`src/hw/rtl/assert_macros.svh`:
```
// Assertion helpers for the RTL, compiled out with NO_ASSERTIONS
`ifndef ASSERT_MACROS_SVH
`define ASSERT_MACROS_SVH

`ifndef NO_ASSERTIONS

`define ASSERT_AT(lbl, clk, rst_n, prop, msg) \
    lbl: assert property (@(posedge clk) disable iff (!rst_n) (prop)) else $error(msg);

`define ASSERT_NEVER(lbl, clk, rst_n, cond, msg) \
    lbl: assert property (@(posedge clk) disable iff (!rst_n) !(cond)) else $error(msg);

`else

`define ASSERT_AT(lbl, clk, rst_n, prop, msg)

`define ASSERT_NEVER(lbl, clk, rst_n, cond, msg)

`endif

`endif

```
`src/hw/rtl/sqs_pkg.sv`:
```
`default_nettype none

package sqs_pkg;

    localparam int DATA_W        = 32;
    localparam int DEPTH_DEFAULT = 16;

    typedef enum logic [1:0] {
        OP_INSERT = 2'd0,
        OP_REMOVE = 2'd1,
        OP_LIST   = 2'd2
    } op_t;

    typedef enum logic [1:0] {
        ST_OK    = 2'd0,
        ST_EMPTY = 2'd1,
        ST_FULL  = 2'd2
    } status_t;

    localparam logic TGT_STACK = 1'b0;
    localparam logic TGT_QUEUE = 1'b1;

    // controller -> datapath
    typedef struct packed {
        logic    take;       // latch the input request
        logic    push;       // write value into the selected store
        logic    pop;        // read and drop top/front
        logic    list_rd;    // read entry at list index
        logic    list_step;  // advance list index
        logic    emit;       // load the result register
        logic    word_sel;   // result carries read data
        status_t code;
    } sqs_cmd_t;

    // datapath -> controller
    typedef struct packed {
        op_t  op;
        logic empty;
        logic full;
        logic list_last;
        logic out_busy;
    } sqs_sts_t;

endpackage

`default_nettype wire

```
`src/hw/rtl/stack_and_queue_store.sv`:
```
`default_nettype none

// Stack and queue store: a LIFO stack and a FIFO queue of DEPTH signed 32-bit words each.
// A request gives operation (insert, remove, list) and target (stack or queue); every
// request except the unused operation code gives one or more results, the final one with
// m_tlast high. Status is ok, empty (remove or list on an empty store) or full (insert
// refused). Requests are handled one at a time: s_tready is high only while the block is
// idle. Each store has one read port with registered read data. The stores are not cleared
// at reset; only entries that were written are ever read.
module stack_and_queue_store
    import sqs_pkg::*;
#(
    parameter int DEPTH = DEPTH_DEFAULT
) (
    input  wire logic                     aclk,
    input  wire logic                     aresetn,
    input  wire logic                     s_tvalid,
    output logic                          s_tready,
    input  wire logic signed [DATA_W-1:0] s_tdata,   // value
    input  wire logic [2:0]               s_tuser,   // operation[1:0], target[2]
    output logic                          m_tvalid,
    input  wire logic                     m_tready,
    output logic signed [DATA_W-1:0]      m_tdata,   // data_out
    output logic [1:0]                    m_tuser,   // status[1:0]
    output logic                          m_tlast
);

    sqs_cmd_t cmd;
    sqs_sts_t sts;

    sqs_ctrl u_ctrl (
        .aclk     (aclk),
        .aresetn  (aresetn),
        .s_tvalid (s_tvalid),
        .s_tready (s_tready),
        .sts      (sts),
        .cmd      (cmd)
    );

    sqs_dpath #(
        .DEPTH (DEPTH)
    ) u_dpath (
        .aclk     (aclk),
        .aresetn  (aresetn),
        .s_tdata  (s_tdata),
        .s_tuser  (s_tuser),
        .m_tdata  (m_tdata),
        .m_tuser  (m_tuser),
        .m_tlast  (m_tlast),
        .m_tvalid (m_tvalid),
        .m_tready (m_tready),
        .cmd      (cmd),
        .sts      (sts)
    );

endmodule

`default_nettype wire

```
`src/hw/rtl/sqs_ctrl.sv`:
```
`default_nettype none

module sqs_ctrl
    import sqs_pkg::*;
(
    input  wire logic     aclk,
    input  wire logic     aresetn,
    input  wire logic     s_tvalid,
    output logic          s_tready,
    input  wire sqs_sts_t sts,
    output sqs_cmd_t      cmd
);

    typedef enum logic [4:0] {
        S_IDLE     = 5'b00001,
        S_DECODE   = 5'b00010,
        S_READ     = 5'b00100,
        S_LIST_RD  = 5'b01000,
        S_LIST_OUT = 5'b10000
    } state_t;

    state_t state_reg, state_next;

    assign s_tready = (state_reg == S_IDLE);

    always_comb begin
        cmd        = '0;
        state_next = state_reg;
        unique case (state_reg)
            S_IDLE: begin
                if (s_tvalid) begin
                    cmd.take   = 1'b1;
                    state_next = S_DECODE;
                end
            end
            S_DECODE: begin
                unique case (sts.op)
                    OP_INSERT: begin
                        if (!sts.out_busy) begin
                            cmd.emit = 1'b1;
                            if (sts.full) begin
                                cmd.code = ST_FULL;
                            end else begin
                                cmd.push = 1'b1;
                                cmd.code = ST_OK;
                            end
                            state_next = S_IDLE;
                        end
                    end
                    OP_REMOVE: begin
                        if (sts.empty) begin
                            if (!sts.out_busy) begin
                                cmd.emit   = 1'b1;
                                cmd.code   = ST_EMPTY;
                                state_next = S_IDLE;
                            end
                        end else begin
                            cmd.pop    = 1'b1;
                            state_next = S_READ;
                        end
                    end
                    OP_LIST: begin
                        if (sts.empty) begin
                            if (!sts.out_busy) begin
                                cmd.emit   = 1'b1;
                                cmd.code   = ST_EMPTY;
                                state_next = S_IDLE;
                            end
                        end else begin
                            cmd.list_rd = 1'b1;
                            state_next  = S_LIST_OUT;
                        end
                    end
                    default: begin
                        // unused code: dropped without a result
                        state_next = S_IDLE;
                    end
                endcase
            end
            S_READ: begin
                if (!sts.out_busy) begin
                    cmd.emit     = 1'b1;
                    cmd.word_sel = 1'b1;
                    cmd.code     = ST_OK;
                    state_next   = S_IDLE;
                end
            end
            S_LIST_RD: begin
                cmd.list_rd = 1'b1;
                state_next  = S_LIST_OUT;
            end
            S_LIST_OUT: begin
                if (!sts.out_busy) begin
                    cmd.emit     = 1'b1;
                    cmd.word_sel = 1'b1;
                    cmd.code     = ST_OK;
                    if (sts.list_last) begin
                        state_next = S_IDLE;
                    end else begin
                        cmd.list_step = 1'b1;
                        state_next    = S_LIST_RD;
                    end
                end
            end
            default: begin
                state_next = S_IDLE;
            end
        endcase
    end

    always_ff @(posedge aclk) begin
        if (!aresetn) begin
            state_reg <= S_IDLE;
        end else begin
            state_reg <= state_next;
        end
    end

endmodule

`default_nettype wire

```
`src/hw/rtl/sqs_dpath.sv`:
```
`default_nettype none
`include "assert_macros.svh"

module sqs_dpath
    import sqs_pkg::*;
#(
    parameter int DEPTH = DEPTH_DEFAULT
) (
    input  wire logic                     aclk,
    input  wire logic                     aresetn,
    input  wire logic signed [DATA_W-1:0] s_tdata,
    input  wire logic [2:0]               s_tuser,
    output logic signed [DATA_W-1:0]      m_tdata,
    output logic [1:0]                    m_tuser,
    output logic                          m_tlast,
    output logic                          m_tvalid,
    input  wire logic                     m_tready,
    input  wire sqs_cmd_t                 cmd,
    output sqs_sts_t                      sts
);

    localparam int AW = $clog2(DEPTH);
    localparam int CW = $clog2(DEPTH + 1);
    localparam logic [CW-1:0] DEPTH_C  = CW'(DEPTH);
    localparam logic [CW:0]   DEPTH_W  = (CW + 1)'(DEPTH);
    localparam logic [AW-1:0] LAST_IDX = AW'(DEPTH - 1);

    op_t                      op_reg;
    logic                     tgt_reg;
    logic signed [DATA_W-1:0] value_reg;

    logic [CW-1:0] stack_cnt_reg, stack_cnt_next;
    logic [CW-1:0] queue_cnt_reg, queue_cnt_next;
    logic [AW-1:0] queue_head_reg, queue_head_next;
    logic [AW-1:0] idx_reg, idx_next;

    logic signed [DATA_W-1:0] stack_mem_reg [DEPTH];
    logic signed [DATA_W-1:0] queue_mem_reg [DEPTH];
    logic signed [DATA_W-1:0] stack_rd_reg, queue_rd_reg;

    logic                     m_valid_reg;
    logic signed [DATA_W-1:0] m_data_reg;
    status_t                  m_status_reg;
    logic                     m_last_reg;

    logic [CW-1:0]            cnt_sel, cnt_m1, stack_off;
    logic [CW:0]              q_rd_sum, q_wr_sum, q_rd_wrap, q_wr_wrap;
    logic [AW-1:0]            stack_rd_addr, stack_wr_addr, queue_rd_addr, queue_wr_addr;
    logic                     rd_en, list_last;
    logic signed [DATA_W-1:0] rd_word;

    assign cnt_sel   = (tgt_reg == TGT_QUEUE) ? queue_cnt_reg : stack_cnt_reg;
    assign cnt_m1    = cnt_sel - CW'(1);
    assign list_last = (idx_reg == cnt_m1[AW-1:0]);

    // stack reads count down from the top; a pop reads with the index still at zero
    assign stack_off     = stack_cnt_reg - CW'(1) - CW'(idx_reg);
    assign stack_rd_addr = stack_off[AW-1:0];
    assign stack_wr_addr = stack_cnt_reg[AW-1:0];

    // circular queue: sums stay below twice the depth, one subtract wraps them
    assign q_rd_sum      = (CW + 1)'(queue_head_reg) + (CW + 1)'(idx_reg);
    assign q_wr_sum      = (CW + 1)'(queue_head_reg) + (CW + 1)'(queue_cnt_reg);
    assign q_rd_wrap     = (q_rd_sum >= DEPTH_W) ? q_rd_sum - DEPTH_W : q_rd_sum;
    assign q_wr_wrap     = (q_wr_sum >= DEPTH_W) ? q_wr_sum - DEPTH_W : q_wr_sum;
    assign queue_rd_addr = q_rd_wrap[AW-1:0];
    assign queue_wr_addr = q_wr_wrap[AW-1:0];

    assign rd_en   = cmd.pop || cmd.list_rd;
    assign rd_word = (tgt_reg == TGT_QUEUE) ? queue_rd_reg : stack_rd_reg;

    always_ff @(posedge aclk) begin
        if (cmd.push && tgt_reg == TGT_STACK) begin
            stack_mem_reg[stack_wr_addr] <= value_reg;
        end
        if (rd_en && tgt_reg == TGT_STACK) begin
            stack_rd_reg <= stack_mem_reg[stack_rd_addr];
        end
    end

    always_ff @(posedge aclk) begin
        if (cmd.push && tgt_reg == TGT_QUEUE) begin
            queue_mem_reg[queue_wr_addr] <= value_reg;
        end
        if (rd_en && tgt_reg == TGT_QUEUE) begin
            queue_rd_reg <= queue_mem_reg[queue_rd_addr];
        end
    end

    always_comb begin
        stack_cnt_next  = stack_cnt_reg;
        queue_cnt_next  = queue_cnt_reg;
        queue_head_next = queue_head_reg;
        idx_next        = idx_reg;
        if (cmd.take) begin
            idx_next = '0;
        end else if (cmd.list_step) begin
            idx_next = idx_reg + AW'(1);
        end
        if (cmd.push) begin
            if (tgt_reg == TGT_QUEUE) begin
                queue_cnt_next = queue_cnt_reg + CW'(1);
            end else begin
                stack_cnt_next = stack_cnt_reg + CW'(1);
            end
        end else if (cmd.pop) begin
            if (tgt_reg == TGT_QUEUE) begin
                queue_cnt_next  = queue_cnt_reg - CW'(1);
                queue_head_next = (queue_head_reg == LAST_IDX) ? '0
                                                               : queue_head_reg + AW'(1);
            end else begin
                stack_cnt_next = stack_cnt_reg - CW'(1);
            end
        end
    end

    always_ff @(posedge aclk) begin
        if (!aresetn) begin
            stack_cnt_reg  <= '0;
            queue_cnt_reg  <= '0;
            queue_head_reg <= '0;
            idx_reg        <= '0;
            m_valid_reg    <= 1'b0;
        end else begin
            stack_cnt_reg  <= stack_cnt_next;
            queue_cnt_reg  <= queue_cnt_next;
            queue_head_reg <= queue_head_next;
            idx_reg        <= idx_next;
            if (cmd.emit) begin
                m_valid_reg <= 1'b1;
            end else if (m_tready) begin
                m_valid_reg <= 1'b0;
            end
        end
    end

    always_ff @(posedge aclk) begin
        if (cmd.take) begin
            op_reg    <= op_t'(s_tuser[1:0]);
            tgt_reg   <= s_tuser[2];
            value_reg <= s_tdata;
        end
        if (cmd.emit) begin
            m_data_reg   <= cmd.word_sel ? rd_word : '0;
            m_status_reg <= cmd.code;
            m_last_reg   <= cmd.word_sel ? ((op_reg != OP_LIST) || list_last) : 1'b1;
        end
    end

    assign m_tvalid = m_valid_reg;
    assign m_tdata  = m_data_reg;
    assign m_tuser  = m_status_reg;
    assign m_tlast  = m_last_reg;

    assign sts.op        = op_reg;
    assign sts.empty     = (cnt_sel == '0);
    assign sts.full      = (cnt_sel == DEPTH_C);
    assign sts.list_last = list_last;
    assign sts.out_busy  = m_valid_reg;

    `ASSERT_AT(a_cnt_bound, aclk, aresetn, (stack_cnt_reg <= DEPTH_C) && (queue_cnt_reg <= DEPTH_C), "store count beyond depth")
    `ASSERT_NEVER(a_push_full, aclk, aresetn, cmd.push && sts.full, "push into a full store")
    `ASSERT_NEVER(a_pop_empty, aclk, aresetn, (cmd.pop || cmd.list_rd) && sts.empty, "read from an empty store")
    `ASSERT_NEVER(a_emit_busy, aclk, aresetn, cmd.emit && m_valid_reg && !m_tready, "result overwritten before taken")

endmodule

`default_nettype wire

```
`config.mk`:
```
export PLATFORM = sky130hd
export DESIGN_NAME = stack_and_queue_store
export DESIGN_NICKNAME = d
export VERILOG_FILES = /design/src/hw/rtl/sqs_pkg.sv /design/src/hw/rtl/stack_and_queue_store.sv /design/src/hw/rtl/sqs_ctrl.sv /design/src/hw/rtl/sqs_dpath.sv
export VERILOG_INCLUDE_DIRS = /design/src /design/src/hw/rtl
export SDC_FILE = /design/constraint.sdc
export NUM_CORES = 1
export LEC_CHECK = 0
export ABC_AREA = 1
export BUFFER_PORTS_ARGS = -buffer_cell sky130_fd_sc_hd__buf_2
export CELL_PAD_IN_SITES_DETAIL_PLACEMENT = 0
export CELL_PAD_IN_SITES_GLOBAL_PLACEMENT = 1
export CORE_UTILIZATION = 30
export CTS_CLUSTER_DIAMETER = 50
export DETAILED_ROUTE_END_ITERATION = 16
export PLACE_DENSITY_LB_ADDON = 0.1
export SYNTH_ARGS = -nofsm -noshare
export SYNTH_HDL_FRONTEND = slang
export SYNTH_SLANG_ARGS = --single-unit
```
`constraint.sdc`:
```
create_clock -name aclk -period 10.13 [get_ports aclk]
set_input_delay 2.026 -clock aclk [delete_from_list [all_inputs] [get_ports aclk]]
set_output_delay 2.026 -clock aclk [all_outputs]
set_load 0.03 [all_outputs]
```
* Yosys cells after proc, flatten, opt, wreduce, memory -nomap -nowiden
Memory sizes are Yosys's and may differ from the RTL's. A register that Yosys moved wholly into a read port is not among the register bits. Index checks and enable logic that the tools add are counted.
Storage, ports and cells: word-level logic and storage cells 116, flip-flop bits (word level) 94, input port bits 39, output and inout bits 37, memories 2, bits in writable memories 1024
Operators by class: reduce and logical (&&, ||, !) cells 16, add/sub/neg operators 12, eq/ne operators 17, order comparisons 2, bitwise operators 3, muxes and demuxes 52
Memories:
- u_dpath.queue_mem_reg | words 16, bits a word 32, rd ports 1, clocked after memory_dff 1, wr ports 1, line sqs_dpath.sv:38 | logic signed [DATA_W-1:0] queue_mem_reg [DEPTH];
- u_dpath.stack_mem_reg | words 16, bits a word 32, rd ports 1, clocked after memory_dff 1, wr ports 1, line sqs_dpath.sv:37 | logic signed [DATA_W-1:0] stack_mem_reg [DEPTH];
Operators with widths (number):
- 5-bit 2-to-1 mux | 15
- 32-bit 2-to-1 mux | 1
- 5-bit case mux with 5 select lines | 1
- 1-bit 2-to-1 mux | 20
- 4-bit 2-to-1 mux | 5
- 5-bit case mux with 3 select lines | 1
- 2-bit inequality test (second input constant) | 7
- 4-bit by 1-bit subtractor with 4-bit output (second input constant) | 3
- 5-bit by 1-bit adder with 5-bit output (second input constant) | 2
- 5-bit equality test (second input constant) | 2
- 5-bit by 1-bit subtractor with 5-bit output (second input constant) | 2
- 3-bit AND reduction | 3
- 4-bit by 1-bit adder with 4-bit output (second input constant) | 2
- 4-bit by 5-bit adder with 6-bit output | 1
- 6-bit by 5-bit >= comparator with 1-bit output (second input constant) | 1
- 2-bit 2-to-1 mux | 3
- 1-bit case mux with 2 select lines | 3
- 2-bit case mux with 3 select lines | 1
- 4-bit by 4-bit adder with 5-bit output | 1
- 5-bit by 1-bit equality test with 1-bit output (second input constant) | 1
- 5-bit by 2-bit equality test with 1-bit output (second input constant) | 1
- 5-bit by 3-bit equality test with 1-bit output (second input constant) | 1
- 5-bit by 4-bit equality test with 1-bit output (second input constant) | 1
- 5-bit >= comparator (second input constant) | 1
- 15 further kinds | 23

* Depth between registers and ports, before layout
Gate-level depths: netlist (run 1).
depth in word-level cells 9, gate-level depth with buffers 22, mapped depth without buffers 21

* Modules after synthesis
A second synthesis (run 1) with hierarchy kept.
Unflattened totals: cells, all modules 4453, area total of the unflattened synthesis 50075.5 um^2
By module, submodules not included:
- sqs_dpath | sequential area each 35153.7 um^2, area each 49459.9 um^2, instances 1, cells an instance 4347
- sqs_ctrl | sequential area each 100.1 um^2, area each 615.6 um^2, instances 1, cells an instance 106

* Least setup slack after synthesis (run 1)
No wires, ideal clock.
path kind in2reg, from input port s_tvalid, to register u_dpath.op_reg[0] (enable), cell stages on the path 2, required time 9.703 ns, library setup time 0.427 ns, buffers on the path 0, setup slack 6.144 ns, arrival 3.558 ns, cells stage by stage inv_1 -> nor2_1
RTL lines:
- start, declared | line stack_and_queue_store.sv:17 | input wire logic s_tvalid,
- end signal, assigned | line sqs_dpath.sv:139 | op_reg <= op_t'(s_tuser[1:0]);
- end, declared | line sqs_dpath.sv:28 | op_t op_reg;

* Worst setup path after layout (run 1)
from register u_dpath.tgt_reg, to memory u_dpath.queue_mem_reg[10][1] (enable)
Between the ends: cells in the longest elaborated chain, start to end 9
RTL lines:
- start, declared | line sqs_dpath.sv:29 | logic tgt_reg;
- start signal, assigned | line sqs_dpath.sv:140 | tgt_reg <= s_tuser[2];
- 5-bit 2-to-1 mux | line sqs_dpath.sv:52 | assign cnt_sel = (tgt_reg == TGT_QUEUE) ? queue_cnt_reg : stack_cnt_reg;
- 5-bit equality test | line sqs_dpath.sv:157 | assign sts.full = (cnt_sel == DEPTH_C);
- 1-bit 2-to-1 mux | line sqs_ctrl.sv:41 | if (sts.full) begin
- 1-bit 2-to-1 mux | line sqs_ctrl.sv:39 | if (!sts.out_busy) begin
- 1-bit 2-to-1 mux | line sqs_ctrl.sv:37 | unique case (sts.op)
- 2-bit 2-to-1 mux | line sqs_ctrl.sv:29 | unique case (state_reg)
- 1-bit logical AND (*) | line sqs_dpath.sv:82 | if (cmd.push && tgt_reg == TGT_QUEUE) begin
- 1-bit 2-to-1 mux (*) | line sqs_dpath.sv:82
- 1-bit 2-to-1 mux (not written as such) (*) | line sqs_dpath.sv:83 | queue_mem_reg[queue_wr_addr] <= value_reg;
- end, declared | line sqs_dpath.sv:38
Every way passes the cells marked *; elsewhere a longest branch is shown, timed or not.

==> flow_summary.json, run 1 <==
{
  "status": "finished, final reports clean",
  "timing.final.crit_period_ns": 4.40,
  "crit_type": "reg -> reg",
  "fp-row-count": 145,
  "grt-busiest-layer": "met2",
  "min_from": "u_dpath.stack_cnt_reg[4]",
  "clk_pin_slew_worst_paths_ns": 0.05,
  "fmax_mhz": 228,
  "reg2reg_from": "u_dpath.tgt_reg",
  "antenna_left": 0,
  "die_h_um": 399,
  "pin_count": 76,
  "synth_fa_ha_area_frac": 0.00816,
  "clk_latency_ns": 0.77,
  "report.final.hold_viol_count": 0,
  "synth-compound-area-share": 0.112,
  "yosys.area.top_type_share": 0.736,
  "grt_pass1_vias": 27300,
  "hold_class": "reg -> reg",
  "power_frac_clock": 0.465,
  "rsz0062_at_grt": "no",
  "drc": 0,
  "fin_skew_ns": 0.0258,
  "synth_top_family_by_area": "compound AO/OA/AOI/OAI gates",
  "syn_avg_cell_area_um2": 14.2,
  "tightest_slew_ns": 1.26,
  "combPwrFrac": 0.033,
  "worstSetupStartpointType": "flip-flop",
  "dr.first_iter.drc_count": 1842,
  "grt_max_degree": 175,
  "detail_route.first_pass.iterations": 5,
  "initial_utilization": 0.302,
  "track_usage": 0.171,
  "place_area_mm2": 0.0503,
  "cts_sinks": 1182,
  "wl_um": 137000,
  "swShare": 0.223,
  "antenna_found_initial": 6,
  "synth_xor_area_frac": 0.00456,
  "place.gp.congestion": 0.823,
  "cp_data_arrival_time_ns": 4.79,
  "reg2reg_depth": 12,
  "layout-drive-gt1-share": 0.120,
  "switchingPower_w": 0.00248,
  "portBuffers": 75,
  "synthArstFlopShare": 0,
  "synth_warnings": 0,
  "whs_endpoint": "u_dpath.stack_cnt_reg[4]",
  "drv_slew": 0,
  "yosysTopAreaCell": "edfxtp_1",
  "power_density_mw_per_mm2": 201,
  "grt_pass1_wl_um": 195000,
  "fin_crit_sh": 0.434,
  "critPathMaxFanout": 46,
  "met1_usage": 0.239,
  "grt-ovfl-total": 0,
  "crit_required_ns": 10.53,
  "cts_root_buffer": "clkbuf_16",
  "cts_setup_buffers": 0,
  "ys_ff_latch": 1182,
  "max-clock-path-buffers": 3,
  "synthMuxAreaShare": 0.0543,
  "p_int_w": 0.00863,
  "use_met3": 0.0287,
  "netlist_area_mm2": 0.0472,
  "dieArea_mm2": 0.159,
  "syn_nets": 3386,
  "slew_headroom": 0.159,
  "cts_max_level": 4,
  "vias": 27100,
  "areaGrowthSynthToFinish_pct": 16.8,
  "synth.area.top_cells": "edfxtp_1, mux2i_1, o21ai_0",
  "synth_edf_count": 1158,
  "maxCapViolations": 0,
  "final.setup.tns_ns": 0,
  "leakage_nw": 18.1,
  "die_w_um": 399,
  "synth_flop_cell": "edfxtp_1",
  "cts_made_buffers": 152,
  "netlist_instances": 3318,
  "r2r-end": "u_dpath.queue_mem_reg[10][1]",
  "synthSimpleGateAreaFrac": 0.0324,
  "power_frac_seq": 0.502,
  "rrSetupSlack_ns": 5.73,
  "cts_tree": "yes",
  "design_area_mm2": 0.0552,
  "core_area_mm2": 0.156,
  "grt_use_met2": 0.273,
  "ys_seq_area_frac": 0.746,
  "ys_types": 38,
  "holdPathStages": 2,
  "ctsResizeCount": 0,
  "dp_hpwl_um": 70400,
  "finalSetupViolations": 0,
  "ir_worst_vdd_mv": 0.175,
  "postCtsHoldBufs": 0,
  "nets": 3495,
  "vias_per_cell": 4.83,
  "cp-end-kind": "flip-flop",
  "wl_per_cell_um": 24.3
}
==> synth_stat cells (2+ instances only) <==
master    count
a211oi_1      3
a21oi_1     338
a31oi_1      34
buf_1        10
buf_2        38
buf_4         4
buf_6         3
clkbuf_1    138
clkbuf_2      2
dfxtp_1      24
edfxtp_1   1158
fa_1          3
ha_1         26
inv_1       309
inv_2         5
mux2i_1     256
nand2_1     236
nand3_1      61
nand3b_1      4
nand4_1       6
nor2_1       56
nor3_1        6
o211ai_1    192
o21ai_0     367
o21ai_1       7
xnor2_1       8
xor2_1       11
xor2_2        3
==> stage by stage <==
stage | hold slack (ns) | std cells | total power (W) | worst slack, ns | utilization
2_1_floorplan | 0.452 | 3318 | 0.00585 | 6.14 | -
4_1_cts | 0.488 | 5604 | 0.0113 | 5.61 | 0.353
5_1_grt | 0.556 | 5605 | 0.0115 | 5.46 | 0.353
3_5_place_dp | 0.477 | 5330 | 0.00605 | 5.61 | 0.322
6_report | 0.492 | 5607 | 0.0111 | 5.73 | 0.353
3_3_place_gp | 0.467 | 5330 | 0.00604 | 5.69 | 0.322
==> cell families (layout without fill, tap and decap cells) <==
| kind of cell | count (synthesis) | after routing |
|---|---|---|
| multiplexers | 256 | 256 |
| XOR/XNOR | 22 | 22 |
| AO/OA/AOI/OAI | 946 | 946 |
| other | 0 | 2 |
| AND/OR/NAND/NOR | 373 | 373 |
| flip-flops | 1182 | 1182 |
| adder cells (fa/ha/maj) | 29 | 29 |
| buffers and inverters | 510 | 739 |
==> power by group through the flow <==
stage	combinational, W	sequential (W)	clock, W
after floorplan	0.000194	0.00565	0
after CTS	0.000379	0.00557	0.00532
final	0.000370	0.00557	0.00517
after global routing	0.000411	0.00558	0.00549
after global placement	0.000373	0.00567	0
after detailed placement	0.000379	0.00568	0
==> per-layer routing <==
layer / share of wire / wire, um
met1: 0.47 / 64700
met2: 0.46 / 63100
met3: 0.041 / 5590
met4: 0.023 / 3180
met5: 0.00014 / 19
==> placed cells by master (no fill, tap or decap), types with 8 or more instances in the layout <==
master      count
edfxtp_1     1158
inv_6           8
buf_2          75
clkinv_1       27
nor2_1         21
buf_4          72
clkinv_2       23
bufinv_16       9
xnor2_1         8
ha_1           24
mux2i_1       256
clkbuf_16     155
nand3_1        61
o211ai_1      192
xor2_1          8
clkbuf_1       28
o21ai_0       367
a21oi_1       338
inv_1         306
nand2_1       236
clkinvlp_4     11
dfxtp_1        24
a31oi_1        34
nor2_4         35
==> worst max-delay path by stage <==
stage / cells past startpoint / to / slack [ns] / startpoint
after floorplan: 2 / u_dpath.op_reg[0] / 6.14 / s_tvalid
after global placement: 8 / u_dpath.queue_rd_reg[14] / 5.69 / u_dpath.idx_reg[0]
after detailed placement: 8 / u_dpath.queue_rd_reg[16] / 5.61 / u_dpath.idx_reg[0]
after CTS: 8 / u_dpath.queue_rd_reg[14] / 5.61 / u_dpath.idx_reg[0]
after global routing: 12 / u_dpath.queue_mem_reg[10][1] / 5.46 / u_dpath.tgt_reg
final: 12 / u_dpath.queue_mem_reg[10][1] / 5.73 / u_dpath.tgt_reg
==> worst max-delay path: stages, from the launching register on <==
cell and delay [ns]:
edfxtp_1 0.33, buf_4 0.48, o21ai_0 0.33, ha_1 0.26, inv_1 0.06, nor2_2 0.06, nand3_1 0.17, nand2_1 0.07
buf_4 0.21, nor2_1 0.22, nand3_1 0.38, nor2_4 0.83, buf_4 0.53
==> final cells by class <==
type | instances | area [um^2]
diodes | 2 | 5.00
multi-input cells | 1626 | 10300
clock buffers | 183 | 3980
repair buffers | 150 | 975
clock inverters | 91 | 857
fillers | 14800 | 101000
flip-flops and latches | 1182 | 35300
inverters | 315 | 1190
well taps | 2058 | 2570
Power figures use the tool's default switching activity.
==> run 2: changes to the inputs <==
==> constraint.sdc (replaced) <==
create_clock -name aclk -period 3.5 [get_ports aclk]
set_input_delay 0.7 -clock aclk [delete_from_list [all_inputs] [get_ports aclk]]
set_output_delay 0.7 -clock aclk [all_outputs]
set_load 0.03 [all_outputs]
==> run 2 against run 1 <==
Critical path depth unchanged. Sequential cell count unchanged. Utilization increased by 0.89 points. Worst setup slack lost 5.5 ns. First-iteration DRC count increased by 17%. Combinational power grew to 3.3 times the previous value. Global-route usage increased by 0.28 points. Clock power increased to 2.9 times the previous value. Critical endpoint is now u_dpath.stack_rd_reg[10].
==> flow_summary.json, run 2 (same netlist as run 1, synthesis figures left out) <==
{
  "dr.first_iter.drc_count": 2153,
  "cp_common_cell": "ha_1",
  "fin_crit_sh": 0.931,
  "layout-drive-gt1-share": 0.139,
  "ctsResizeCount": 0,
  "path_cells": "inv_1 -> ha_1 -> xor2_1 -> ha_1 -> nand2_1 -> nor2_1 -> a211oi_1 -> buf_4 -> xor2_4 -> buf_12 -> nand3_1 -> o21ai_0",
  "dp_hpwl_um": 80900,
  "antenna_left": 0,
  "cp_slowest_stage_delay_ns": 0.56,
  "fp-row-count": 145,
  "reg2reg_from": "u_dpath.stack_cnt_reg[1]",
  "maxCapViolations": 0,
  "slew_headroom": 0.0731,
  "wl_per_cell_um": 24.2,
  "min_from": "s_tdata[24]",
  "cts_max_level": 4,
  "cp-end-kind": "flip-flop",
  "crit_required_ns": 4.00,
  "critPathMaxFanout": 18,
  "timing.final.crit_period_ns": 3.26,
  "vias_per_cell": 4.83,
  "core_area_mm2": 0.156,
  "vias": 27500,
  "fin_skew_ns": 0.0243,
  "placed_cells": 5413,
  "nets": 3578,
  "clk_latency_ns": 0.77,
  "holdPathStages": 1,
  "cts_tree": "yes",
  "crit_family": "XOR/XNOR gates",
  "detail_route.first_pass.iterations": 5,
  "grt_pass1_wl_um": 199000,
  "status": "finished, final reports clean",
  "rsz0062_at_grt": "no",
  "drv_slew": 0,
  "cts_setup_buffers": 0,
  "initial_utilization": 0.302,
  "grt-ovfl-total": 0,
  "startpoint": "u_dpath.stack_cnt_reg[1]",
  "postCtsHoldBufs": 0,
  "cts_sinks": 1182,
  "worstSetupStartpointType": "flip-flop",
  "power_density_mw_per_mm2": 574,
  "die_h_um": 399,
  "pin_count": 76,
  "report.final.hold_viol_count": 0,
  "reg2reg_depth": 12,
  "path_depth": 12,
  "fmax_mhz": 307,
  "leakage_nw": 18.8,
  "antennaDiodeCount": 0,
  "slowest_stage": "xor2_4",
  "layout_common_cells": "edfxtp_1, o21ai_0, a21oi_1, inv_1, mux2i_1",
  "place.gp.congestion": 0.796,
  "layout_commonest_cell": "edfxtp_1",
  "cp_data_arrival_time_ns": 3.76,
  "ir_worst_vdd_mv": 0.530,
  "hold_class": "in -> reg",
  "tightest_slew_ns": 1.39,
  "die_w_um": 399,
  "grt_max_degree": 113,
  "max-clock-path-buffers": 3,
  "portBuffers": 75,
  "dieArea_mm2": 0.159,
  "track_usage": 0.174,
  "areaGrowthSynthToFinish_pct": 19.8,
  "clk_pin_slew_worst_paths_ns": 0.06,
  "layout.cells.non_filler": 5687,
  "nFillCells": 14800,
  "critical_path_buf_inv_count": 3,
  "cts_root_buffer": "clkbuf_16",
  "fin_util": 0.362,
  "drc": 0,
  "grt_pass1_vias": 28000,
  "wl_um": 138000,
  "antenna_found_initial": 6,
  "finalSetupViolations": 0,
  "crit_type": "reg -> reg",
  "cts_made_buffers": 152
}
run 2: changes by cell type in the layout (fill, tap and decap cells not counted), moves of 3 or more:
cell,delta
buf_12,+58
buf_4,+26
clkbuf_1,-5
clkbuf_16,+3
clkinv_1,+8
clkinv_2,-5
clkinvlp_4,-3
run 2: path summary, 6_finish.rpt:
kind | end | slack [ns]
max | u_dpath.stack_rd_reg[10] | 0.24
min | u_dpath.value_reg[24] | 0.11
max reg2reg | u_dpath.stack_rd_reg[10] | 0.24
min reg2reg | u_dpath.stack_cnt_reg[4] | 0.49
run 2: power by group:
| group | switching, W | total, W | internal [W] | leakage [nW] |
|---|---|---|---|---|
| Sequential | 0.000249 | 0.0161 | 0.0159 | 10.7 |
| Clock | 0.00609 | 0.0152 | 0.00908 | 2.37 |
| Combinational | 0.000881 | 0.00121 | 0.000332 | 5.73 |
run 2: area by class of cell:
class | instances | area (um^2) | area share
well taps | 2058 | 2570 | 0.0455
inverters | 315 | 1190 | 0.0210
multi-input cells | 1626 | 10300 | 0.183
clock inverters | 92 | 850 | 0.0150
repair buffers | 233 | 2320 | 0.0410
clock buffers | 181 | 4040 | 0.0714
flip-flops and latches | 1182 | 35300 | 0.623
run 2: worst reg2reg max path: stages, from the launching register on:
cell	delay, ns
dfxtp_1	0.41
inv_1	0.14
ha_1	0.25
xor2_1	0.17
ha_1	0.39
nand2_1	0.10
nor2_1	0.04
a211oi_1	0.20
buf_4	0.18
xor2_4	0.56
buf_12	0.25
nand3_1	0.10
o21ai_0	0.20
run 2: through the flow:
step / setup WS [ns] / area [um^2] / setup TNS [ns] / hold slack [ns] / total power (W)
after CTS: 0.233 / 56500 / 0 / 0.0347 / 0.0330
after global placement: 0.218 / 51700 / 0 / 0.477 / 0.0176
after detailed placement: 0.225 / 51700 / 0 / 0.476 / 0.0177
final: 0.241 / 56600 / 0 / 0.107 / 0.0325
after floorplan: -0.135 / 47300 / -102.05 / 0.452 / 0.0169
after global routing: 0.0781 / 56600 / 0 / 0.0527 / 0.0336
run 2: routing by layer:
layer  global-route usage  wire (um)  vias to the layer above
li1                     -          -                    12700
met3               0.0296       6030                      198
met4               0.0480       2730                        0
met1                0.245      65400                    13900
met5                    0          0                        -
met2                0.276      63500                      641
